==> src/rtl/rpm_pkg.sv <==
// Shared types and constants for the rect pair match IoU block.
// Used by the controller, the datapath, the top level and the checker.
`default_nettype none

package rpm_pkg;

    // Default parameter values.
    localparam int DEF_MAX_PAIRS  = 1024;
    localparam int DEF_COORD_BITS = 12;

    // Fixed field widths of the tolerance and the result item.
    localparam int TOL_W  = 8;
    localparam int IOU_W  = 16;
    localparam int CNT_W  = 11;
    localparam int SUM_W  = 26;

    localparam logic [TOL_W-1:0] TOL_RESET = 8'd2;
    localparam logic [IOU_W-1:0] IOU_MAX   = 16'hFFFF;

    // One quotient bit per divider step.
    localparam int DIV_STEPS = IOU_W;
    localparam int STEP_W    = $clog2(DIV_STEPS);

    typedef enum logic [3:0] {
        S_IDLE,
        S_MUL_REF,
        S_MUL_CAND,
        S_MUL_OV,
        S_UNION,
        S_DIV_INIT,
        S_DIV,
        S_FINISH
    } t_state;

    // Operand pair routed to the shared multiplier.
    typedef enum logic [1:0] {
        MUL_REF,
        MUL_CAND,
        MUL_OV
    } t_mul_sel;

    typedef struct packed {
        logic     load;
        logic     mul_en;
        t_mul_sel mul_sel;
        logic     union_en;
        logic     div_init;
        logic     div_step;
        logic     commit;
    } t_cmd;

    typedef struct packed {
        logic out_free;
    } t_status;

endpackage

`default_nettype wire

==> src/rtl/rpm_ctrl.sv <==
// Sequencer of the rect pair match block: steps one item through the
// shared multiplier, the union adder and the divider. Uses rpm_pkg.
`default_nettype none

module rpm_ctrl (
    input  wire logic            i_clk,
    input  wire logic            i_rst_n,
    input  wire logic            i_in_valid,
    output logic                 o_in_stall,
    input  wire rpm_pkg::t_status i_status,
    output rpm_pkg::t_cmd        o_cmd
);
    import rpm_pkg::*;

    t_state              r_state, n_state;
    logic [STEP_W-1:0]   r_step, n_step;

    // State and step counter registers.
    always_ff @(posedge i_clk) begin
        if (!i_rst_n) begin
            r_state <= S_IDLE;
            r_step  <= '0;
        end else begin
            r_state <= n_state;
            r_step  <= n_step;
        end
    end

    // Next state and commands.
    always_comb begin
        n_state       = r_state;
        n_step        = r_step;
        o_cmd         = '0;
        o_cmd.mul_sel = MUL_REF;
        o_in_stall    = 1'b1;
        case (r_state)
            S_IDLE: begin
                o_in_stall = 1'b0;
                if (i_in_valid) begin
                    o_cmd.load = 1'b1;
                    n_state    = S_MUL_REF;
                end
            end
            S_MUL_REF: begin
                o_cmd.mul_en  = 1'b1;
                o_cmd.mul_sel = MUL_REF;
                n_state       = S_MUL_CAND;
            end
            S_MUL_CAND: begin
                o_cmd.mul_en  = 1'b1;
                o_cmd.mul_sel = MUL_CAND;
                n_state       = S_MUL_OV;
            end
            S_MUL_OV: begin
                o_cmd.mul_en  = 1'b1;
                o_cmd.mul_sel = MUL_OV;
                n_state       = S_UNION;
            end
            S_UNION: begin
                o_cmd.union_en = 1'b1;
                n_state        = S_DIV_INIT;
            end
            S_DIV_INIT: begin
                o_cmd.div_init = 1'b1;
                n_step         = '0;
                n_state        = S_DIV;
            end
            S_DIV: begin
                o_cmd.div_step = 1'b1;
                n_step         = r_step + 1'b1;
                if (r_step == STEP_W'(DIV_STEPS - 1)) begin
                    n_state = S_FINISH;
                end
            end
            S_FINISH: begin
                // Hand the result over once the output register can take it.
                if (i_status.out_free) begin
                    o_cmd.commit = 1'b1;
                    n_state      = S_IDLE;
                end
            end
            default: begin
                n_state = S_IDLE;
            end
        endcase
    end

endmodule

`default_nettype wire

==> src/rtl/rpm_datapath.sv <==
// Datapath of the rect pair match block: edge compares, shared multiplier,
// union adder, restoring divider, run totals and output register. Uses rpm_pkg.
`default_nettype none

module rpm_datapath #(
    parameter int MAX_PAIRS  = rpm_pkg::DEF_MAX_PAIRS,
    parameter int COORD_BITS = rpm_pkg::DEF_COORD_BITS
) (
    input  wire logic                        i_clk,
    input  wire logic                        i_rst_n,
    input  wire logic                        i_cfg_wr_en,
    input  wire logic [rpm_pkg::TOL_W-1:0]   i_cfg_wr_data,
    input  wire logic [COORD_BITS-1:0]       i_ref_left,
    input  wire logic [COORD_BITS-1:0]       i_ref_top,
    input  wire logic [COORD_BITS-1:0]       i_ref_right,
    input  wire logic [COORD_BITS-1:0]       i_ref_bottom,
    input  wire logic [COORD_BITS-1:0]       i_cand_left,
    input  wire logic [COORD_BITS-1:0]       i_cand_top,
    input  wire logic [COORD_BITS-1:0]       i_cand_right,
    input  wire logic [COORD_BITS-1:0]       i_cand_bottom,
    input  wire logic                        i_last_pair,
    input  wire rpm_pkg::t_cmd               i_cmd,
    output rpm_pkg::t_status                 o_status,
    input  wire logic                        i_out_stall,
    output logic                             o_out_valid,
    output logic                             o_exact_match,
    output logic                             o_approx_match,
    output logic                             o_horiz_match,
    output logic                             o_vert_match,
    output logic [rpm_pkg::IOU_W-1:0]        o_iou,
    output logic [rpm_pkg::CNT_W-1:0]        o_exact_total,
    output logic [rpm_pkg::CNT_W-1:0]        o_approx_total,
    output logic [rpm_pkg::CNT_W-1:0]        o_horiz_total,
    output logic [rpm_pkg::CNT_W-1:0]        o_vert_total,
    output logic [rpm_pkg::SUM_W-1:0]        o_iou_total,
    output logic [rpm_pkg::CNT_W-1:0]        o_pair_total,
    output logic                             o_run_end
);
    import rpm_pkg::*;

    localparam int CB  = COORD_BITS;
    localparam int DW  = CB + 1;        // signed edge difference
    localparam int PW  = 2 * CB + 2;    // signed product
    localparam int OVW = 2 * CB;        // overlap area
    localparam int UNW = 2 * CB + 3;    // signed union, also divider remainder
    localparam int CW  = $clog2(MAX_PAIRS + 1);
    localparam longint unsigned SUM_CAP = longint'(MAX_PAIRS) * longint'(IOU_MAX);
    localparam int SW  = $clog2(SUM_CAP + 1);
    localparam logic [CW-1:0] CNT_CAP   = CW'(MAX_PAIRS);
    localparam logic [SW-1:0] SUM_CAP_W = SW'(SUM_CAP);

    function automatic logic [CB-1:0] abs_diff(input logic [CB-1:0] a,
                                                input logic [CB-1:0] b);
        return (a > b) ? a - b : b - a;
    endfunction

    function automatic logic [CB-1:0] overlap_len(input logic [CB-1:0] lo_a,
                                                   input logic [CB-1:0] lo_b,
                                                   input logic [CB-1:0] hi_a,
                                                   input logic [CB-1:0] hi_b);
        logic [CB-1:0] hi_min;
        logic [CB-1:0] lo_max;
        hi_min = (hi_a < hi_b) ? hi_a : hi_b;
        lo_max = (lo_a > lo_b) ? lo_a : lo_b;
        return (hi_min > lo_max) ? hi_min - lo_max : '0;
    endfunction

    function automatic logic [CW-1:0] count_up(input logic [CW-1:0] c, input logic hit);
        return (hit && (c < CNT_CAP)) ? c + 1'b1 : c;
    endfunction

    // Configuration and per-item registers.
    logic [TOL_W-1:0]        r_tol;
    logic                    r_exact, r_approx, r_horiz, r_vert, r_last;
    logic signed [DW-1:0]    r_rw, r_rh, r_cw, r_ch;
    logic [CB-1:0]           r_xo, r_yo;
    logic signed [PW-1:0]    r_ra, r_ca;
    logic [OVW-1:0]          r_ov;
    logic signed [UNW-1:0]   r_uni;
    logic [UNW-1:0]          r_rem;
    logic [IOU_W-1:0]        r_quo, r_fix;
    logic                    r_bypass;

    // Run totals.
    logic [CW-1:0]           r_exact_cnt, r_approx_cnt, r_horiz_cnt, r_vert_cnt, r_pair_cnt;
    logic [SW-1:0]           r_sum;
    logic                    r_out_valid;

    logic [CB-1:0]           d_l, d_t, d_r, d_b;
    logic [CB-1:0]           tol_ext;
    logic                    hit_h, hit_v;
    logic signed [DW-1:0]    mul_a, mul_b;
    logic signed [PW-1:0]    mul_p;
    logic signed [UNW-1:0]   ov_ext;
    logic                    uni_pos;
    logic [UNW-1:0]          rem_sh;
    logic [IOU_W-1:0]        iou_val;
    logic [CW-1:0]           n_exact_cnt, n_approx_cnt, n_horiz_cnt, n_vert_cnt, n_pair_cnt;
    logic [SW:0]             sum_wide;
    logic [SW-1:0]           n_sum;

    // Edge compares on the incoming item.
    always_comb begin
        d_l     = abs_diff(i_ref_left, i_cand_left);
        d_t     = abs_diff(i_ref_top, i_cand_top);
        d_r     = abs_diff(i_ref_right, i_cand_right);
        d_b     = abs_diff(i_ref_bottom, i_cand_bottom);
        tol_ext = CB'(r_tol);
        hit_h   = (d_l <= tol_ext) && (d_r <= tol_ext);
        hit_v   = (d_t <= tol_ext) && (d_b <= tol_ext);
    end

    // Shared multiplier operand select.
    always_comb begin
        case (i_cmd.mul_sel)
            MUL_REF: begin
                mul_a = r_rw;
                mul_b = r_rh;
            end
            MUL_CAND: begin
                mul_a = r_cw;
                mul_b = r_ch;
            end
            MUL_OV: begin
                mul_a = $signed({1'b0, r_xo});
                mul_b = $signed({1'b0, r_yo});
            end
            default: begin
                mul_a = '0;
                mul_b = '0;
            end
        endcase
        mul_p = PW'(mul_a) * PW'(mul_b);
    end

    // Divider checks and one restoring step.
    always_comb begin
        ov_ext  = $signed(UNW'(r_ov));
        uni_pos = !r_uni[UNW-1] && (r_uni != '0);
        rem_sh  = {r_rem[UNW-2:0], 1'b0};
        iou_val = r_bypass ? r_fix : r_quo;
    end

    // Totals including the current item.
    always_comb begin
        n_exact_cnt  = count_up(r_exact_cnt, r_exact);
        n_approx_cnt = count_up(r_approx_cnt, r_approx);
        n_horiz_cnt  = count_up(r_horiz_cnt, r_horiz);
        n_vert_cnt   = count_up(r_vert_cnt, r_vert);
        n_pair_cnt   = count_up(r_pair_cnt, 1'b1);
        sum_wide     = {1'b0, r_sum} + (SW + 1)'(iou_val);
        n_sum        = (sum_wide > {1'b0, SUM_CAP_W}) ? SUM_CAP_W : sum_wide[SW-1:0];
    end

    assign o_status.out_free = !r_out_valid || !i_out_stall;

    // Tolerance register.
    always_ff @(posedge i_clk) begin
        if (!i_rst_n) begin
            r_tol <= TOL_RESET;
        end else if (i_cfg_wr_en) begin
            r_tol <= i_cfg_wr_data;
        end
    end

    // Item capture, products, union and division.
    always_ff @(posedge i_clk) begin
        if (i_cmd.load) begin
            r_exact  <= (d_l == '0) && (d_t == '0) && (d_r == '0) && (d_b == '0);
            r_horiz  <= hit_h;
            r_vert   <= hit_v;
            r_approx <= hit_h && hit_v;
            r_last   <= i_last_pair;
            r_rw     <= $signed({1'b0, i_ref_right}) - $signed({1'b0, i_ref_left});
            r_rh     <= $signed({1'b0, i_ref_bottom}) - $signed({1'b0, i_ref_top});
            r_cw     <= $signed({1'b0, i_cand_right}) - $signed({1'b0, i_cand_left});
            r_ch     <= $signed({1'b0, i_cand_bottom}) - $signed({1'b0, i_cand_top});
            r_xo     <= overlap_len(i_ref_left, i_cand_left, i_ref_right, i_cand_right);
            r_yo     <= overlap_len(i_ref_top, i_cand_top, i_ref_bottom, i_cand_bottom);
        end
        if (i_cmd.mul_en) begin
            case (i_cmd.mul_sel)
                MUL_REF:  r_ra <= mul_p;
                MUL_CAND: r_ca <= mul_p;
                MUL_OV:   r_ov <= mul_p[OVW-1:0];
                default:  r_ov <= r_ov;
            endcase
        end
        if (i_cmd.union_en) begin
            r_uni <= UNW'(r_ra) + UNW'(r_ca) - ov_ext;
        end
        if (i_cmd.div_init) begin
            // Empty or malformed union gives zero; overlap not below union saturates.
            r_bypass <= !uni_pos || (ov_ext >= r_uni);
            r_fix    <= uni_pos ? IOU_MAX : '0;
            r_rem    <= UNW'(r_ov);
            r_quo    <= '0;
        end
        if (i_cmd.div_step) begin
            if (rem_sh >= $unsigned(r_uni)) begin
                r_rem <= rem_sh - $unsigned(r_uni);
                r_quo <= {r_quo[IOU_W-2:0], 1'b1};
            end else begin
                r_rem <= rem_sh;
                r_quo <= {r_quo[IOU_W-2:0], 1'b0};
            end
        end
    end

    // Run totals: saturate at the bound, clear after the last item of a run.
    always_ff @(posedge i_clk) begin
        if (!i_rst_n) begin
            r_exact_cnt  <= '0;
            r_approx_cnt <= '0;
            r_horiz_cnt  <= '0;
            r_vert_cnt   <= '0;
            r_pair_cnt   <= '0;
            r_sum        <= '0;
        end else if (i_cmd.commit) begin
            r_exact_cnt  <= r_last ? '0 : n_exact_cnt;
            r_approx_cnt <= r_last ? '0 : n_approx_cnt;
            r_horiz_cnt  <= r_last ? '0 : n_horiz_cnt;
            r_vert_cnt   <= r_last ? '0 : n_vert_cnt;
            r_pair_cnt   <= r_last ? '0 : n_pair_cnt;
            r_sum        <= r_last ? '0 : n_sum;
        end
    end

    // Output valid flag.
    always_ff @(posedge i_clk) begin
        if (!i_rst_n) begin
            r_out_valid <= 1'b0;
        end else if (i_cmd.commit) begin
            r_out_valid <= 1'b1;
        end else if (!i_out_stall) begin
            r_out_valid <= 1'b0;
        end
    end

    // Output payload register.
    always_ff @(posedge i_clk) begin
        if (i_cmd.commit) begin
            o_exact_match  <= r_exact;
            o_approx_match <= r_approx;
            o_horiz_match  <= r_horiz;
            o_vert_match   <= r_vert;
            o_iou          <= iou_val;
            o_exact_total  <= CNT_W'(n_exact_cnt);
            o_approx_total <= CNT_W'(n_approx_cnt);
            o_horiz_total  <= CNT_W'(n_horiz_cnt);
            o_vert_total   <= CNT_W'(n_vert_cnt);
            o_pair_total   <= CNT_W'(n_pair_cnt);
            o_iou_total    <= SUM_W'(n_sum);
            o_run_end      <= r_last;
        end
    end

    assign o_out_valid = r_out_valid;

endmodule

`default_nettype wire

==> src/rtl/rect_pair_match_iou.sv <==
// Each accepted item makes three passes through the one shared multiplier,
// then the union adder, then the 16-step restoring divider for the IoU quotient,
// and enters the output register once it is free; only then is a new item taken.
// Reset is synchronous, active low: it idles the sequencer, empties the output
// register, zeroes all run totals and sets the edge tolerance to 2.
`default_nettype none

module rect_pair_match_iou #(
    parameter int MAX_PAIRS  = rpm_pkg::DEF_MAX_PAIRS,
    parameter int COORD_BITS = rpm_pkg::DEF_COORD_BITS
) (
    input  wire logic                      i_clk,
    input  wire logic                      i_rst_n,
    input  wire logic                      i_cfg_wr_en,
    input  wire logic [rpm_pkg::TOL_W-1:0] i_cfg_wr_data,
    input  wire logic                      i_in_valid,
    output logic                           o_in_stall,
    input  wire logic [COORD_BITS-1:0]     i_ref_left,
    input  wire logic [COORD_BITS-1:0]     i_ref_top,
    input  wire logic [COORD_BITS-1:0]     i_ref_right,
    input  wire logic [COORD_BITS-1:0]     i_ref_bottom,
    input  wire logic [COORD_BITS-1:0]     i_cand_left,
    input  wire logic [COORD_BITS-1:0]     i_cand_top,
    input  wire logic [COORD_BITS-1:0]     i_cand_right,
    input  wire logic [COORD_BITS-1:0]     i_cand_bottom,
    input  wire logic                      i_last_pair,
    output logic                           o_out_valid,
    input  wire logic                      i_out_stall,
    output logic                           o_exact_match,
    output logic                           o_approx_match,
    output logic                           o_horiz_match,
    output logic                           o_vert_match,
    output logic [rpm_pkg::IOU_W-1:0]      o_iou,
    output logic [rpm_pkg::CNT_W-1:0]      o_exact_total,
    output logic [rpm_pkg::CNT_W-1:0]      o_approx_total,
    output logic [rpm_pkg::CNT_W-1:0]      o_horiz_total,
    output logic [rpm_pkg::CNT_W-1:0]      o_vert_total,
    output logic [rpm_pkg::SUM_W-1:0]      o_iou_total,
    output logic [rpm_pkg::CNT_W-1:0]      o_pair_total,
    output logic                           o_run_end
);
    import rpm_pkg::*;

    t_cmd    cmd;
    t_status status;

    // Sequencer.
    rpm_ctrl u_ctrl (
        .i_clk      (i_clk),
        .i_rst_n    (i_rst_n),
        .i_in_valid (i_in_valid),
        .o_in_stall (o_in_stall),
        .i_status   (status),
        .o_cmd      (cmd)
    );

    // Arithmetic, totals and output register.
    rpm_datapath #(
        .MAX_PAIRS  (MAX_PAIRS),
        .COORD_BITS (COORD_BITS)
    ) u_datapath (
        .i_clk          (i_clk),
        .i_rst_n        (i_rst_n),
        .i_cfg_wr_en    (i_cfg_wr_en),
        .i_cfg_wr_data  (i_cfg_wr_data),
        .i_ref_left     (i_ref_left),
        .i_ref_top      (i_ref_top),
        .i_ref_right    (i_ref_right),
        .i_ref_bottom   (i_ref_bottom),
        .i_cand_left    (i_cand_left),
        .i_cand_top     (i_cand_top),
        .i_cand_right   (i_cand_right),
        .i_cand_bottom  (i_cand_bottom),
        .i_last_pair    (i_last_pair),
        .i_cmd          (cmd),
        .o_status       (status),
        .i_out_stall    (i_out_stall),
        .o_out_valid    (o_out_valid),
        .o_exact_match  (o_exact_match),
        .o_approx_match (o_approx_match),
        .o_horiz_match  (o_horiz_match),
        .o_vert_match   (o_vert_match),
        .o_iou          (o_iou),
        .o_exact_total  (o_exact_total),
        .o_approx_total (o_approx_total),
        .o_horiz_total  (o_horiz_total),
        .o_vert_total   (o_vert_total),
        .o_iou_total    (o_iou_total),
        .o_pair_total   (o_pair_total),
        .o_run_end      (o_run_end)
    );

endmodule

`default_nettype wire

==> config.mk <==
export PLATFORM = sky130hd
export DESIGN_NAME = rect_pair_match_iou
export DESIGN_NICKNAME = d
export VERILOG_FILES = /design/src/rtl/rpm_pkg.sv /design/src/rtl/rpm_ctrl.sv /design/src/rtl/rpm_datapath.sv /design/src/rtl/rect_pair_match_iou.sv
export SDC_FILE = /design/constraint.sdc
export NUM_CORES = 2
export LEC_CHECK = 0
export ABC_AREA = 1
export BUFFER_PORTS_ARGS = -buffer_cell sky130_fd_sc_hd__buf_2
export CORE_ASPECT_RATIO = 1.5
export CORE_MARGIN = 3
export CORE_UTILIZATION = 30
export CTS_CLUSTER_SIZE = 16
export DETAILED_ROUTE_END_ITERATION = 8
export GPL_ROUTABILITY_DRIVEN = 0
export PLACE_DENSITY = 0.41
export SYNTH_ARGS = -nofsm -noshare
export SYNTH_HDL_FRONTEND = slang
export SYNTH_SLANG_ARGS = --single-unit
==> constraint.sdc <==
create_clock -name i_clk -period 9.5 [get_ports i_clk]
set_input_delay 0.95 -clock i_clk [delete_from_list [all_inputs] [get_ports i_clk]]
set_output_delay 0.95 -clock i_clk [all_outputs]
set_load 0.02 [all_outputs]
==> results by stage <==
GRT:
- The first global-routing pass estimated approximately 180000 um of wire.
- The number of antenna violations at the first check in global routing is 8.
- The via count of the first global-routing pass came to around 32k.
- The pin count of the biggest net entering global routing is 87.
- The residual overflow from global routing is 0.
- In the global route stage, overall resource usage came out at 17.7%.

Detailed routing:
- The average wire length per cell after detail routing is about 18 um.
- The routed design has 115000 um of wire.
- The post-detailed-route DRC marker count is 0.
- The detailed-route via count is 30.1k.
- The per-cell via count in the routed design is 4.66.
- The first TritonRoute pass finished after 7 iterations.
- The number of DRC markers in iteration 0 is 1316.
- The number of routed nets with antenna violations is 0.

Floorplan:
- The number of core rows is 157.
- The initial utilization of the core area, before any placement, comes to between 30% and 40%.
- The total I/O pin count is approximately 210.
- The floorplan core area is approximately 120000 um^2.
- Measured along the x axis, the die boundary spans 294 um.
- From bottom edge to top edge, the die measures roughly 440 um.
- The die area is around 130000 um^2.

Layout:
- The share of post-route cells with drive strength above 1 is ~7.4%.
- In the layout the commonest cells are nand2_1, inv_1, ha_1, a21oi_1, edfxtp_1.
- The layout-stage area growth over the synthesis result is 11.6%.
- The number of fill cells is between 10k and 15k.
- The net count reported at finish is approximately 5.5k.
- The cell area after layout is 41700 um^2.
- The most common library cell in the layout ignoring fill and taps is nand2_1.

Critical path:
- The worst-path maximum fanout is 28.
- The start-to-end type of the worst setup path is flip-flop to flip-flop.
- The critical path arrival is 8.70 ns.
- The most numerous cell type found on the critical path is inv_1.
- The slowest stage of the critical path is the o21ai_0 cell.
- The delay of the slowest critical-path stage is roughly 0.84 ns.
- The sort of element at the start of the critical path is a flip-flop.
- The worst setup path is captured at a flip-flop.
- STA puts the critical path data required time at 9.93 ns.

CTS:
- The clock sink count is 427.
- TritonCTS built the clock tree.
- After clock tree synthesis, the clock-pin slew on the worst setup and hold paths is around 0.060 ns.
- The root buffer selected by CTS is clkbuf_16.
- The number of buffers added to fix hold violations after cts is 0.
- The deepest level of the CTS H-tree is 2.
- The clock latency of the later-clocked register in the worst-skew pair is approximately 0.62 ns.
- The number of buffers inserted by post-CTS setup repair is 0.
- Once the clock tree was built, the resizer swapped 0 gates to a different size.
- Clock tree synthesis inserted a total of 47 buffers.
- The maximum buffer depth of the clock tree is 3.

Synth:
- After synthesis, the cell types taking the most area are edfxtp_1, ha_1, nand2_1.
- Synthesis produced a netlist with a net count of 5339.
- The main flop type after synthesis is edfxtp_1.
- The library cell with the largest summed area after synthesis is edfxtp_1.
- The area share of the leading cell type in the synthesized netlist is around a quarter.
- The proportion of synthesized flip-flops having asynchronous set or reset is 0%.
- The yosys synthesis warning count is 0.
- Yosys mapped a number of flops with a built-in enable equal to 330.
- The flop and latch count out of synthesis is 427.
- The post-synthesis instance area is ~37000 um^2.
- The count of unique library cells instantiated by Yosys is 60.
- After synthesis, flip-flops and latches occupy between 30% and 40% of the total area.
- The mean area per synthesized cell is about 8.0 um^2.
- Synthesis produced 4658 cells.

STA:
- Between clock sinks in the finished design, the worst skew comes to ~0.045 ns.
- The final max-slew violation count is 0.
- Setup slack closes at roughly 1.2 ns.
- The worst relative slew slack is between 20 and 30%.
- The setup violation total in the final timing report is 0.
- The worst path in the final design needs a cycle of roughly 8.3 ns, including I/O delays and setup.
- The final count of hold timing violations is 0.
- Setup repair after global routing left no endpoint under its margin.
- At the pin with the least slew margin, the transition time is about 1.1 ns.
- For this run, the top clock speed supported by timing is approximately 120 MHz.
- The part of the cycle the worst path needs is 87.0%.
- The total negative slack for setup checks is 0 ns.

Placement:
- The placement-stage cell area is between 40000 and 50000 um^2.
- The pre-CTS worst setup slack is between 1 and 1.5 ns.
- Buffers placed on the I/O ports in this run total around 210.
- The HPWL reported at the end of detailed placement is ~95000 um.

Flow run:
- Across the run, the number of max-cap violations was 0.

Hold path:
- The class of the tightest hold or removal check is flip-flop to flip-flop.

Outcome:
- The flow ran to the end, and the final reports show no timing, DRC or antenna violations.
## kinds of logic after synthesis
family	after synthesis	share of synthesized area [%]
compound gates	680	9.95
buf+inv	999	10.2
mux	3	0.0905
flops	427	31.7
fa+ha+maj	571	23.2
xor+xnor	235	5.51
simple gates	1743	19.3
## worst paths after layout
kind              cells after the start                                   to  slack [ns]                      startpoint
hold / removal                        0  u_datapath.o_approx_match$_DFFE_PP_        0.47   u_datapath.r_approx$_DFFE_PP_
hold reg to reg                       0  u_datapath.o_approx_match$_DFFE_PP_        0.47   u_datapath.r_approx$_DFFE_PP_
setup reg to reg                     31        u_datapath.r_ov[23]$_DFFE_PP_        1.23  u_ctrl.r_state[0]$_SDFFE_PN0P_
setup / recovery                     31        u_datapath.r_ov[23]$_DFFE_PP_        1.23  u_ctrl.r_state[0]$_SDFFE_PN0P_
## routing by layer
layer	GRT usage, %	up-vias	wire (um)	share of wire [%]
met2	34.5	491	61900	54
met4	6.57	10	4310	3.7
met1	19.5	14200	45500	40
li1	-	15300	-	-
met5	0	-	62	0.054
met3	1.79	170	3250	2.8
## state kept, by name, indices dropped and copies added (netlist names), 13 cells and up
signal,cells
u_datapath.r_rem,26
u_datapath.r_quo,16
u_datapath.r_rw,13
u_datapath.r_sum,26
u_datapath.r_ca,26
u_datapath.r_rh,13
u_datapath.r_ch,13
u_datapath.r_cw,13
u_datapath.r_ov,24
u_datapath.r_ra,26
u_datapath.o_iou_total,26
u_datapath.o_iou,16
u_datapath.r_uni,27
## worst max-delay path, delay by kind of cell (launching register included)
kind | cells | cell delay [ns]
compound gates | 7 | 2.23
xor+xnor | 1 | 0.23
fa+ha+maj | 9 | 2.93
buf+inv | 9 | 1.22
flops | 1 | 0.37
simple gates | 5 | 1.08
## area by class of cell
cell class	count	area (um^2)	area share, %
multi-input combinational	3232	21700	52.1
sequential	427	11900	28.4
inverter	889	3340	8.01
tap	1590	1990	4.77
timing repair buffer	237	1250	2.99
clock buffer	55	1240	2.97
clock inverter	31	279	0.670
antenna	1	2.50	0.00601
## Yosys cell counts, types with 20 or more instances
| cell | count |
|---|---|
| nand2_1 | 1120 |
| inv_1 | 882 |
| ha_1 | 369 |
| a21oi_1 | 338 |
| edfxtp_1 | 330 |
| nor2_1 | 278 |
| o21ai_0 | 216 |
| fa_1 | 202 |
| nand3_1 | 191 |
| xor2_1 | 154 |
| dfxtp_1 | 97 |
| xnor2_1 | 81 |
| clkbuf_1 | 70 |
| nand4_1 | 58 |
| nor3_1 | 36 |
| buf_2 | 25 |
| o21bai_1 | 20 |
## stage by stage
| step | utilization [%] | instances | hold slack (ns) |
|---|---|---|---|
| after floorplan | - | 4658 | 0.426 |
| after global placement | 32.7 | 6375 | 0.451 |
| after detailed placement | 32.7 | 6375 | 0.463 |
| after CTS | 33.9 | 6461 | 0.456 |
| after global routing | 33.9 | 6462 | 0.469 |
| final | 33.9 | 6462 | 0.468 |
Power is not shown: default switching activity piles up to over one toggle a cycle in this logic, so the estimate is an artifact.
